===== src/hdl/hkwd_pkg.sv =====
// ----------------------------------------------------------------------------
// hkwd_pkg
// Shared types, constants and hash helpers for the keystream word decoder.
// ----------------------------------------------------------------------------
package hkwd_pkg;

	// Field widths
	localparam int WORD_W   = 16;
	localparam int BYTE_W   = 8;
	localparam int HASH_W   = 28;
	localparam int SUM_W    = 32;
	localparam int FOLD_W   = 16;
	localparam int DIGITS   = 8;
	localparam int NIBBLE_W = 4;

	typedef logic [WORD_W-1:0] word_t;
	typedef logic [BYTE_W-1:0] byte_t;
	typedef logic [HASH_W-1:0] hash_t;
	typedef logic [SUM_W-1:0]  sum_t;
	typedef logic [FOLD_W-1:0] fold_t;
	typedef logic [NIBBLE_W-1:0] nibble_t;

	// ASCII offsets for lowercase hex digits
	localparam byte_t ASCII_ZERO  = 8'h30;
	localparam byte_t ASCII_A_M10 = 8'h57; // 'a' minus ten
	localparam nibble_t DEC_LIMIT = 4'd10;

	// Nibble to lowercase ASCII hex character
	function automatic byte_t hex_char(input nibble_t nib);
		byte_t ext;
		ext = {4'b0000, nib};
		return (nib < DEC_LIMIT) ? byte_t'(ASCII_ZERO + ext) : byte_t'(ASCII_A_M10 + ext);
	endfunction

	// One ELF hash step. The state never leaves 28 bits: the top nibble of
	// the shifted sum folds back into bits 7:4 and is then cleared.
	function automatic hash_t elf_step(input hash_t h, input byte_t ch);
		sum_t  t;
		logic [3:0] top;
		t   = sum_t'({h, 4'b0000}) + sum_t'(ch);
		top = t[SUM_W-1:HASH_W];
		return t[HASH_W-1:0] ^ hash_t'({top, 4'b0000});
	endfunction

endpackage


===== src/hdl/hkwd_word_if.sv =====
// ----------------------------------------------------------------------------
// hkwd_word_if
// Valid/ready channel carrying one encoded 16-bit word per transfer.
// ----------------------------------------------------------------------------
interface hkwd_word_if;
	logic            valid;
	logic            ready;
	hkwd_pkg::word_t encoded_word;

	modport source (output valid, output encoded_word, input ready);
	modport sink   (input valid, input encoded_word, output ready);
endinterface


===== src/hdl/hkwd_byte_if.sv =====
// ----------------------------------------------------------------------------
// hkwd_byte_if
// Valid/ready channel carrying one decoded byte per transfer.
// ----------------------------------------------------------------------------
interface hkwd_byte_if;
	logic            valid;
	logic            ready;
	hkwd_pkg::byte_t plain_byte;

	modport source (output valid, output plain_byte, input ready);
	modport sink   (input valid, input plain_byte, output ready);
endinterface


===== src/hdl/hkwd_hash.sv =====
// ----------------------------------------------------------------------------
// hkwd_hash
// Hashes the running sum as eight hex characters from the seed state and
// folds the result to 16 bits.
// ----------------------------------------------------------------------------
module hkwd_hash (
	input  hkwd_pkg::hash_t seed,
	input  hkwd_pkg::sum_t  sum,
	output hkwd_pkg::fold_t fold
);

	hkwd_pkg::hash_t h;
	logic [hkwd_pkg::FOLD_W:0] half_sum;

	// Eight ELF steps, most significant digit first
	always_comb begin
		h = seed;
		for (int i = 0; i < hkwd_pkg::DIGITS; i++) begin
			h = hkwd_pkg::elf_step(h, hkwd_pkg::hex_char(
				sum[(hkwd_pkg::DIGITS-1-i)*hkwd_pkg::NIBBLE_W +: hkwd_pkg::NIBBLE_W]));
		end
	end

	// Fold: (high half + low half) / 2
	assign half_sum = (hkwd_pkg::FOLD_W+1)'(h[hkwd_pkg::HASH_W-1:hkwd_pkg::FOLD_W])
		+ (hkwd_pkg::FOLD_W+1)'(h[hkwd_pkg::FOLD_W-1:0]);
	assign fold = half_sum[hkwd_pkg::FOLD_W:1];

endmodule


===== src/hdl/hash_keystream_word_decoder.sv =====
// ----------------------------------------------------------------------------
// hash_keystream_word_decoder
// Decodes one byte per encoded word using an ELF hash of the running sum.
// ----------------------------------------------------------------------------
//  channel    dir  payload                  transfer when
//  word_ch    in   encoded_word [15:0]      valid && ready
//  byte_ch    out  plain_byte   [7:0]       valid && ready
//  cfg        in   cfg_wdata    [27:0]      cfg_we (seed register)
//
//  One word per cycle while the result register is free; a word passes the
//  input register and then the result register, and an output stall holds it.
//  The hash and fold sit between the input register and the result register;
//  the running sum updates as the result register loads, so the next word
//  sees it in the following cycle.
//  Reset clears the sum, the seed and both valid flags.
//  A stalled result holds; the input register keeps taking words as the
//  result register drains.
// ----------------------------------------------------------------------------
module hash_keystream_word_decoder (
	input  logic                clk,
	input  logic                arst_n,
	hkwd_word_if.sink           word_ch,
	hkwd_byte_if.source         byte_ch,
	input  logic                cfg_we,
	input  hkwd_pkg::hash_t     cfg_wdata
);

	hkwd_pkg::hash_t seed_q;
	hkwd_pkg::sum_t  sum_q;
	hkwd_pkg::word_t word_s1;
	logic            valid_s1;
	hkwd_pkg::byte_t plain_q;
	logic            valid_q;

	hkwd_pkg::fold_t fold;
	hkwd_pkg::byte_t plain_nxt;
	logic            out_free;
	logic            advance;
	logic            in_xfer;

	// Handshake
	assign out_free      = !valid_q || byte_ch.ready;
	assign advance       = valid_s1 && out_free;
	assign word_ch.ready = !valid_s1 || out_free;
	assign in_xfer       = word_ch.valid && word_ch.ready;

	// Seed register
	always_ff @(posedge clk or negedge arst_n) begin
		if (!arst_n) begin
			seed_q <= '0;
		end else if (cfg_we) begin
			seed_q <= cfg_wdata;
		end
	end

	// Input register
	always_ff @(posedge clk or negedge arst_n) begin
		if (!arst_n) begin
			valid_s1 <= 1'b0;
		end else if (word_ch.ready) begin
			valid_s1 <= word_ch.valid;
		end
	end

	always_ff @(posedge clk) begin
		if (in_xfer) begin
			word_s1 <= word_ch.encoded_word;
		end
	end

	// Hash of the current sum
	hkwd_hash u_hash (
		.seed (seed_q),
		.sum  (sum_q),
		.fold (fold)
	);

	assign plain_nxt = word_s1[hkwd_pkg::BYTE_W-1:0] - fold[hkwd_pkg::BYTE_W-1:0];

	// Result register and running sum
	always_ff @(posedge clk or negedge arst_n) begin
		if (!arst_n) begin
			valid_q <= 1'b0;
			sum_q   <= '0;
		end else begin
			if (out_free) begin
				valid_q <= valid_s1;
			end
			if (advance) begin
				sum_q <= sum_q + hkwd_pkg::sum_t'(plain_nxt);
			end
		end
	end

	always_ff @(posedge clk) begin
		if (advance) begin
			plain_q <= plain_nxt;
		end
	end

	assign byte_ch.valid      = valid_q;
	assign byte_ch.plain_byte = plain_q;

endmodule


===== src/flat_wrapper.sv =====
// flat-port wrapper written by rule: the top's interface ports become plain ports
module hash_keystream_word_decoder_flat 
  (clk, arst_n, cfg_we, cfg_wdata, word_ch_valid, word_ch_encoded_word, word_ch_ready, byte_ch_valid, byte_ch_plain_byte, byte_ch_ready);
  hkwd_word_if word_ch_i ();
  hkwd_byte_if byte_ch_i ();
  input  logic clk;
  input  logic arst_n;
  input  logic cfg_we;
  input  hkwd_pkg::hash_t cfg_wdata;
  input wire logic [$bits(word_ch_i.valid)-1:0] word_ch_valid;
  input wire logic [$bits(word_ch_i.encoded_word)-1:0] word_ch_encoded_word;
  output wire logic [$bits(word_ch_i.ready)-1:0] word_ch_ready;
  output wire logic [$bits(byte_ch_i.valid)-1:0] byte_ch_valid;
  output wire logic [$bits(byte_ch_i.plain_byte)-1:0] byte_ch_plain_byte;
  input wire logic [$bits(byte_ch_i.ready)-1:0] byte_ch_ready;
  assign word_ch_i.valid = word_ch_valid;
  assign word_ch_i.encoded_word = word_ch_encoded_word;
  assign word_ch_ready = word_ch_i.ready;
  assign byte_ch_valid = byte_ch_i.valid;
  assign byte_ch_plain_byte = byte_ch_i.plain_byte;
  assign byte_ch_i.ready = byte_ch_ready;
  hash_keystream_word_decoder u_core (.clk(clk), .arst_n(arst_n), .word_ch(word_ch_i), .byte_ch(byte_ch_i), .cfg_we(cfg_we), .cfg_wdata(cfg_wdata));
endmodule

===== config.mk =====
export PLATFORM = sky130hd
export DESIGN_NAME = hash_keystream_word_decoder_flat
export DESIGN_NICKNAME = d
export VERILOG_FILES = /design/src/hdl/hkwd_pkg.sv /design/src/hdl/hkwd_word_if.sv /design/src/hdl/hkwd_byte_if.sv /design/src/hdl/hkwd_hash.sv /design/src/hdl/hash_keystream_word_decoder.sv /design/src/flat_wrapper.sv
export SDC_FILE = /design/constraint.sdc
export NUM_CORES = 1
export LEC_CHECK = 0
export BUFFER_PORTS_ARGS = -buffer_cell sky130_fd_sc_hd__buf_2
export CAP_MARGIN = 10
export CORE_MARGIN = 2
export CORE_UTILIZATION = 65
export CTS_BUF_LIST = sky130_fd_sc_hd__clkbuf_4
export DETAILED_ROUTE_END_ITERATION = 7
export GPL_TIMING_DRIVEN = 0
export PLACE_DENSITY = 0.84
export SYNTH_ARGS = -nofsm -noshare
export SYNTH_HDL_FRONTEND = slang
export SYNTH_SLANG_ARGS = --single-unit
export TNS_END_PERCENT = 5

===== constraint.sdc =====
create_clock -name clk -period 18.3 [get_ports clk]
set_input_delay 3.66 -clock clk [delete_from_list [all_inputs] [get_ports clk]]
set_output_delay 3.66 -clock clk [all_outputs]
set_load 0.02 [all_outputs]

# Word level (Yosys, flattened, before mapping)
# Cells that the tools add are included.
[totals] register_bits=78 input_bits=49 output_inout_bits=10
[classes] addsub=27 magnitude_cmp=8 muxes=8 bitwise_logic=8 reduce_logical=6
[ops] op="$add 32x8->32" count=9
[ops] op="$xor 28x8->28" count=7
[ops] op="$add 7x4->8 const A" count=8
[ops] op="$mux 8" count=8
[ops] op="$add 6x4->7 const A" count=8
[ops] op="$lt 4x4->1 const B" count=8
[ops] op="$xor 25x8->25" count=1
[ops] op="$add 9x9->9" count=1
[ops] op="$sub 8x8->8" count=1
[ops] op="$logic_and 1x1->1" count=2
[ops] op="$logic_not 1->1" count=2
[ops] op="$logic_or 1x1->1" count=2

# Logic depth before layout (Yosys ltp)
# Gate-level depths: netlist of run 1.
[logic_depth] ltp_word=21 mapped_depth=71 depth_no_buf=64

# Modules after synthesis
# A second synthesis of run 1 with hierarchy kept.
[hier_totals] cells_unflattened=1595 area_unflattened_um2=12737.2
[by_module_without_submodules] module="hkwd_hash" n_inst=1 cells_per_inst=1303 area_per_inst_um2=9150.0
[by_module_without_submodules] module="hash_keystream_word_decoder" n_inst=1 cells_per_inst=292 area_per_inst_um2=3587.2

# Worst setup path before layout of run 1
# No wires, ideal clock.
[synth_timing] kind="register to register" from="register u_core.sum_q[29]" to="register u_core.sum_q[31]" setup_time_ns=0.124 t_arrival_ns=14.510 required_ns=18.176 path_slack_ns=3.666 stages_incl_launch_ff=65 n_path_buf=1 period_less_slack_ns=14.634 cell_sequence="dfrtp_1 inv_1 ha_1 nand2b_1 nand2_1 ha_1 inv_1 fa_1 nand2b_2 a2111oi_4 xor2_1 o221ai_1 nor4b_2 nand2_2 or4_1 buf_4 a2111oi_4 xor2_2 [... 29 more ...] xnor2_1 xnor2_1 xnor2_1 xnor2_1 ha_1 a21oi_1 nor3_1 nand2_1 nor3_1 nand3_1 nor2_1 and3_1 and3_1 nand4_1 nor2_1 and3_1 nand3_1 xnor2_1"
[synth_via] elab_chain_cells=21 elab_cells_between_ends=23
[synth_lines] element="from (decl)" line_no="hash_keystream_word_decoder.sv:29" source="hkwd_pkg::sum_t sum_q;"
[synth_lines] element="from (signal assigned)" line_no="hash_keystream_word_decoder.sv:90" source="sum_q <= sum_q + hkwd_pkg::sum_t'(plain_nxt);"
[synth_lines] element="$add 7x4->8, or another cell as far along" line_no="hkwd_pkg.sv:32" source="return (nib < DEC_LIMIT) ? byte_t'(ASCII_ZERO + ext) : byte_t'(ASCII_A_M10 + ext);"
[synth_lines] element="$mux 8 (*)" line_no="hkwd_pkg.sv:32"
[synth_lines] element="$add 32x8->32 (*)" line_no="hkwd_pkg.sv:40" source="t = sum_t'({h, 4'b0000}) + sum_t'(ch);"
[synth_lines] element="$xor 28x8->28 (*)" line_no="hkwd_pkg.sv:42" source="return t[HASH_W-1:0] ^ hash_t'({top, 4'b0000});"
[synth_lines] element="$add 32x8->32 (*)" line_no="hkwd_pkg.sv:40"
[synth_lines] element="$xor 28x8->28 (*)" line_no="hkwd_pkg.sv:42"
[synth_lines] element="$add 32x8->32 (*)" line_no="hkwd_pkg.sv:40"
[synth_lines] element="$xor 28x8->28 (*)" line_no="hkwd_pkg.sv:42"
[synth_lines] element="[... 6 more ...]"
[synth_lines] element="$add 32x8->32 (*)" line_no="hkwd_pkg.sv:40"
[synth_lines] element="$xor 28x8->28 (*)" line_no="hkwd_pkg.sv:42"
[synth_lines] element="$add 32x8->32 (*)" line_no="hkwd_pkg.sv:40"
[synth_lines] element="$xor 25x8->25 (*)" line_no="hkwd_pkg.sv:42"
[synth_lines] element="$add 9x9->9 (*)" line_no="hkwd_hash.sv:26" source="+ (hkwd_pkg::FOLD_W+1)'(h[hkwd_pkg::FOLD_W-1:0]);"
[synth_lines] element="$sub 8x8->8 (*)" line_no="hash_keystream_word_decoder.sv:78" source="assign plain_nxt = word_s1[hkwd_pkg::BYTE_W-1:0] - fold[hkwd_pkg::BYTE_W-1:0];"
[synth_lines] element="net u_core.plain_nxt[7]" line_no="hash_keystream_word_decoder.sv:36" source="hkwd_pkg::byte_t plain_nxt;"
[synth_lines] element="$add 32x8->32 (*)" line_no="hash_keystream_word_decoder.sv:90"
# The timed path passes the listed nets; every way through them passes the cells marked *.
# A chain may end at the register's enable or synchronous reset.

# Worst setup path in the final report of run 1
# Same ends and word-level chain as after synthesis.

==> results of run 1 <==
[power breakdown]
group,internal [W],switching (W)
registers,0.000250,0.0000301
logic,0.000768,0.000985
clock network,0.0000588,0.0000741
[per-stage QoR]
step                      setup slack (ns)  hold slack, ns
after floorplan                      3.666          0.4572
after global placement               1.029          0.4736
after detailed placement            0.7103          0.4774
after CTS                           0.6141          0.5134
after global routing              0.001551          0.5568
final                                1.127          0.5093
[final cells by class]
| cell class | instances | area (sq um) |
|---|---|---|
| multi-input cells | 1329 | 9813 |
| inverters | 66 | 247.7 |
| clock buffers | 9 | 67.56 |
| fillers | 1547 | 5393 |
| clock inverters | 7 | 115.1 |
| plain buffers | 60 | 276.5 |
| repair buffers | 52 | 280.3 |
| flip-flops and latches | 78 | 2032 |
| well taps | 234 | 292.8 |
[sequential cells by signal, indices dropped and copies added (netlist names)]
name and flops:
u_core.byte_ch.plain_byte 8, u_core.byte_ch.valid 1, u_core.seed_q 28, u_core.sum_q 32
u_core.valid_s1 1, u_core.word_s1 8
[metal layers]
metal / track usage (%) / vias to the layer above
met3: 5.027 / 116
met5: 0 / -
met1: 45.66 / 5671
met2: 61.87 / 562
met4: 12.63 / 0
li1: - / 5682
[cells in the final DEF, fill, tap and decap left out, drive strengths merged, types with 12 or more instances in the layout]
| cell type | n |
|---|---|
| a2111oi | 19 |
| a211oi | 12 |
| a21o | 24 |
| a21oi | 54 |
| a31oi | 18 |
| and2 | 24 |
| and3 | 28 |
| buf | 79 |
| clkbuf | 42 |
| conb | 16 |
| dfrtp | 62 |
| edfxtp | 16 |
| ha | 60 |
| inv | 68 |
| mux2 | 28 |
| nand2 | 142 |
| nand2b | 28 |
| nand3 | 80 |
| nand3b | 14 |
| nand4 | 31 |
| nor2 | 100 |
| nor2b | 18 |
| nor3 | 45 |
| nor4 | 36 |
| o211ai | 12 |
| o21a | 14 |
| o21ai | 67 |
| o31ai | 12 |
| or2 | 16 |
| or3 | 14 |
| or4 | 15 |
| xnor2 | 184 |
| xor2 | 67 |
[what timing repair did]
item,in CTS,in global routing
resized for setup,0,28
setup endpoints to repair,0,10
setup buffers,0,2
[kinds of logic after synthesis]
group           synth area share [%]
simple gates                   29.90
compound gates                 18.91
xor+xnor                       18.97
buf+inv                        4.272
flops                          16.68
fa+ha+maj                      7.970
mux                            3.245
other cells                  0.06164
[cell usage after synthesis, types with 7 or more instances]
master / count / area share, %
a2111oi_0: 7 / 0.50
a211o_1: 7 / 0.50
a211oi_1: 9 / 0.55
a21o_1: 24 / 1.5
a21oi_1: 54 / 2.2
a31oi_1: 17 / 0.87
and2_1: 23 / 1.2
and3_1: 28 / 1.4
and4_1: 9 / 0.65
buf_2: 20 / 0.82
clkbuf_1: 32 / 0.99
dfrtp_1: 62 / 13
edfxtp_1: 16 / 3.9
fa_1: 11 / 1.8
ha_1: 60 / 6.2
inv_1: 65 / 2.0
mux2_2: 27 / 2.5
mux2i_1: 8 / 0.66
nand2_1: 141 / 4.3
nand2b_1: 27 / 1.4
nand3_1: 74 / 3.0
nand3b_1: 14 / 0.86
nand4_1: 27 / 1.4
nand4b_1: 7 / 0.50
nor2_1: 99 / 3.1
nor2b_1: 17 / 0.87
nor3_1: 40 / 1.6
nor3b_1: 9 / 0.55
nor4_1: 24 / 1.2
nor4_2: 11 / 1.1
nor4b_1: 8 / 0.58
o211ai_1: 10 / 0.62
o21a_1: 14 / 0.86
o21ai_0: 64 / 2.6
o31ai_1: 12 / 0.74
or2_2: 14 / 0.72
or3_1: 14 / 0.72
or4_1: 13 / 0.80
xnor2_1: 183 / 13
xor2_1: 65 / 4.7
[critical path, delay by kind of cell (launching register included)]
| family | cells | cell delay, ns |
|---|---|---|
| AND/OR/NAND/NOR | 31 | 7.93 |
| multiplexers | 2 | 0.83 |
| AO/OA/AOI/OAI | 9 | 2.13 |
| flip-flops | 1 | 0.47 |
| XOR/XNOR | 11 | 2.34 |
| buffers and inverters | 9 | 1.46 |
| adder cells (fa/ha/maj) | 6 | 1.89 |
[worst paths after layout]
check / start / to / slack [ns] / depth (start not counted)
worst max register to register: u_core.sum_q[29]$_DFFE_PN0P_ / u_core.sum_q[31]$_DFFE_PN0P_ / 1.13 / 68
worst min-delay path: u_core.valid_s1$_DFFE_PN0N_ / u_core.byte_ch.valid$_DFFE_PN0P_ / 0.51 / 1
min in group asynchronous: arst_n / u_core.seed_q[20]$_DFFE_PN0P_ / 3.15 / 1
max in group asynchronous: arst_n / u_core.sum_q[20]$_DFFE_PN0P_ / 14.53 / 2
worst max-delay path: u_core.sum_q[29]$_DFFE_PN0P_ / u_core.sum_q[31]$_DFFE_PN0P_ / 1.13 / 68
worst min register to register: u_core.valid_s1$_DFFE_PN0N_ / u_core.byte_ch.valid$_DFFE_PN0P_ / 0.51 / 1
==> summary.txt, run 1 <==
Status = finished clean
MaxCap Viol Count = 0
GRT Util Overall = 35.71%
Cells after DPL = 1817
Port Buffers = 49
Syn_area_per_cell = 8.020 sq um
Power Density = 165.0 nW/um^2
Ports = 59
Setup TNS = 0 ns
Via count = 12031
CTS tree = yes
Hold Crit Class = reg -> reg
Cell area after synthesis = 12180 sq um
Hold buffer count at CTS = 0
Num rows = 50
Drt via density = 6.556
Average wire per standard cell = 19.24 um
Sequential area share after synthesis = 16.68%
Share of layout cells above drive strength 1 = 13.93%
Clock-pin slew on the worst setup and hold paths = 0.14 ns
Final core occ = 70.88%
P_leak = 4.935 nW
Post-Synthesis Cells = 1519
Starting Density = 65.79%
Die W = 140.9 um
Finished layout cell area = 13130 sq um
Clock sinks = 78
Area Growth Syn to Fin = 7.733%
Largest net degree at the start of global routing = 41
Post-route insts no fill = 1835
CP startpoint kind = flop
Antenna Diode Count = 0
Total power = 0.002166 W
Final #Nets = 1716
Worst Setup End Kind = flop
Setup-failing EPs final = 0
Unrepaired setup endpoints after global routing = false
Grt ovf = 0
Post-DP Area = 12790 sq um
Worst skew pair latency = 0.47 ns
Routed WL = 35310 um
DR pass1 iterations = 5
Met1 WL = 14380 um
CP arrival = 17.53 ns
Synth async-reset ratio = 79.49%
DRC = 0
Clock Path Buffers = 2
RePlAce Congestion = 1.033
DR top layer = met4
Number of synthesized flops with an enable pin = 16
Metal3 WL = 2675 um
Worst Path Required = 18.66 ns
Ys Warns = 0
CTS buffer count = 9
Slew margin rel. = 23.46%
Hpwl dp = 28620 um
Number of library cell types mapped by synthesis = 111
Pins Over Slew Limit = 0
VDD IR max = 187.1 uV
Die Area = 19850 sq um
Fin crit share = 93.84%
Worst Skew = 0.01822 ns
Vias in the first global route = 11478
#FFs+latches synth = 78
Final ANT Viol Nets = 0
Initial DRC Count = 1129
Die Y = 140.9 um
Root Buffer = clkbuf_4
Most used cell along the critical path = xnor2_1
CP max FO = 10
Final worst path period need = 17.17 ns
Core area = 18520 sq um
Most common flop cell mapped by yosys = dfrtp_1
Max incr delay on CP = 0.64 ns
Initial antenna violation count = 0
Htree depth = 3
First-pass GRT wire length = 57870 um
Slowest CP cell = a2111oi_4
Final Hold Viols = 0
Setup Crit Path Kind = reg -> reg
Fmax = 58.23 MHz
Worst-Margin Slew = 1.138 ns
Wire length on met2 = 16980 um
Note: power is estimated with default switching activity, not from simulation.
==> run 2, diff against run 1 <==
==> constraint.sdc (replaced) <==
create_clock -name clk -period 21.7 [get_ports clk]
set_input_delay 4.34 -clock clk [delete_from_list [all_inputs] [get_ports clk]]
set_output_delay 4.34 -clock clk [all_outputs]
set_load 0.02 [all_outputs]
==> summary.txt, run 2 (synthesis gave the netlist of run 1 again) <==
Worst Path Required = 22.06 ns
Power Density = 140.7 nW/um^2
Reg with most FFs = u_core.sum_q
Worst Setup End Kind = flop
Hold buffer count at CTS = 0
CP max FO = 10
Total power = 0.001825 W
Slew margin rel. = 23.75%
Clock-pin slew on the worst setup and hold paths = 0.14 ns
Fin crit share = 83.00%
Final #Nets = 1714
CP top delay family = simple AND/OR/NAND/NOR gates
Grt ovf = 0
Top flop regs = u_core.sum_q: 32 flops, u_core.seed_q: 28 flops
Via count = 11972
Num rows = 50
Reg-to-Reg Start = u_core.sum_q[29]$_DFFE_PN0P_
Drt via density = 6.531
Die Y = 140.9 um
Antenna Diode Count = 0
Max FFs per register = 32
Htree depth = 3
CP Buf/Inv Count = 8
GRT Util Overall = 35.71%
Clock Path Buffers = 2
Hold Path Sink = u_core.byte_ch.valid$_DFFE_PN0P_
Area Growth Syn to Fin = 6.511%
Setup Fix Bufs, Post-CTS = 0
R2R setup slack = 3.69 ns
Die W = 140.9 um
Worst skew pair latency = 0.47 ns
DRC = 0
Routed WL = 35250 um
Setup TNS = 0 ns
CP startpoint kind = flop
Max incr delay on CP = 0.73 ns
Hold Crit Class = reg -> reg
Hold path start = u_core.valid_s1$_DFFE_PN0N_
Final setup margin = 3.689 ns
Worst-Margin Slew = 1.133 ns
Worst Skew = 0.01865 ns
Most common cell after layout, fill and taps aside = xnor2_1
R2r worst-path depth = 67
Unrepaired setup endpoints after global routing = false
Clock sinks = 78
Starting Density = 65.79%
CTS buffer count = 9
CP arrival = 18.37 ns
Slowest CP cell = xnor2_1
CTS tree = yes
Initial DRC Count = 1127
Flip-flop and latch area = 2032 sq um
Share of layout cells above drive strength 1 = 12.38%
Pins Over Slew Limit = 0
Fmax = 55.52 MHz
Final worst path period need = 18.01 ns
Worst hold path depth = 1
P_leak = 4.884 nW
Average wire per standard cell = 19.23 um
Port Buffers = 49
Footprint of the multi-input gates = 9683 sq um
Final Hold Viols = 0
First-pass GRT wire length = 57870 um
DR pass1 iterations = 6
RePlAce Congestion = 1.033
Die Area = 19850 sq um
Cells after DPL = 1817
Vias in the first global route = 11478
Filler cells = 1576
Pre-CTS WS = 4.110 ns
Final ANT Viol Nets = 0
Largest net degree at the start of global routing = 41
VDD IR max = 157.6 uV
MaxCap Viol Count = 0
Hpwl dp = 28620 um
Initial antenna violation count = 0
Root Buffer = clkbuf_4
Post-route insts no fill = 1833
Setup Crit Path Kind = reg -> reg
Status = finished clean
Reg-to-reg endpoint = u_core.sum_q[31]$_DFFE_PN0P_
Most used cell along the critical path = xnor2_1
Final core occ = 70.07%
Setup-failing EPs final = 0
Ports = 59
Core area = 18520 sq um
Most frequent cells in the layout = xnor2_1, nand2_1, nor2_1
Post-CTS Resized = 0
run 2: area by class of cell:
class	count	share of cell area (%)
Multi-Input combinational cell	1329	74.62
Timing Repair Buffer	50	2.044
Sequential cell	78	15.66
Clock buffer	9	0.5207
Inverter	66	1.909
Tap cell	234	2.256
Clock inverter	7	0.8871
Buffer	60	2.102
run 2: how the worst max path moves through the flow:
| stage | endpoint | slack (ns) | start | depth (start not counted) |
|---|---|---|---|---|
| 5_1_grt | u_core.sum_q[31]$_DFFE_PN0P_ | 2.41 | u_core.sum_q[29]$_DFFE_PN0P_ | 67 |
| 2_1_floorplan | u_core.sum_q[31]$_DFFE_PN0P_ | 7.07 | u_core.sum_q[29]$_DFFE_PN0P_ | 64 |
| 3_3_place_gp | u_core.sum_q[31]$_DFFE_PN0P_ | 4.43 | u_core.sum_q[29]$_DFFE_PN0P_ | 69 |
| 4_1_cts | u_core.sum_q[31]$_DFFE_PN0P_ | 4.01 | u_core.sum_q[29]$_DFFE_PN0P_ | 69 |
| 6_report | u_core.sum_q[31]$_DFFE_PN0P_ | 3.69 | u_core.sum_q[29]$_DFFE_PN0P_ | 67 |
| 3_5_place_dp | u_core.sum_q[31]$_DFFE_PN0P_ | 4.11 | u_core.sum_q[29]$_DFFE_PN0P_ | 69 |
run 2: per-layer routing:
| metal | GRT usage [%] | vias to the layer above | part of all wire, % |
|---|---|---|---|
| li1 | - | 5667 | - |
| met3 | 5.027 | 118 | 6.9 |
| met4 | 12.63 | 0 | 3.7 |
| met2 | 61.87 | 501 | 48 |
| met5 | 0 | - | 0 |
| met1 | 45.66 | 5686 | 41 |
run 2: metrics by stage:
step	area, sq um	hold slack [ns]
6_report	12980	0.5123
5_1_grt	12980	0.5568
2_1_floorplan	12240	0.4572
3_5_place_dp	12790	0.4774
4_1_cts	12980	0.5134
3_3_place_gp	12770	0.4736
run 2: report_power, final:
group          switching (W)  leakage (nW)  total (W)  internal, W
Sequential         0.0000253         0.884   0.000236     0.000211
Combinational       0.000830          3.91    0.00148     0.000646
Clock              0.0000632        0.0933   0.000113    0.0000496
Total               0.000919          4.88    0.00183     0.000906
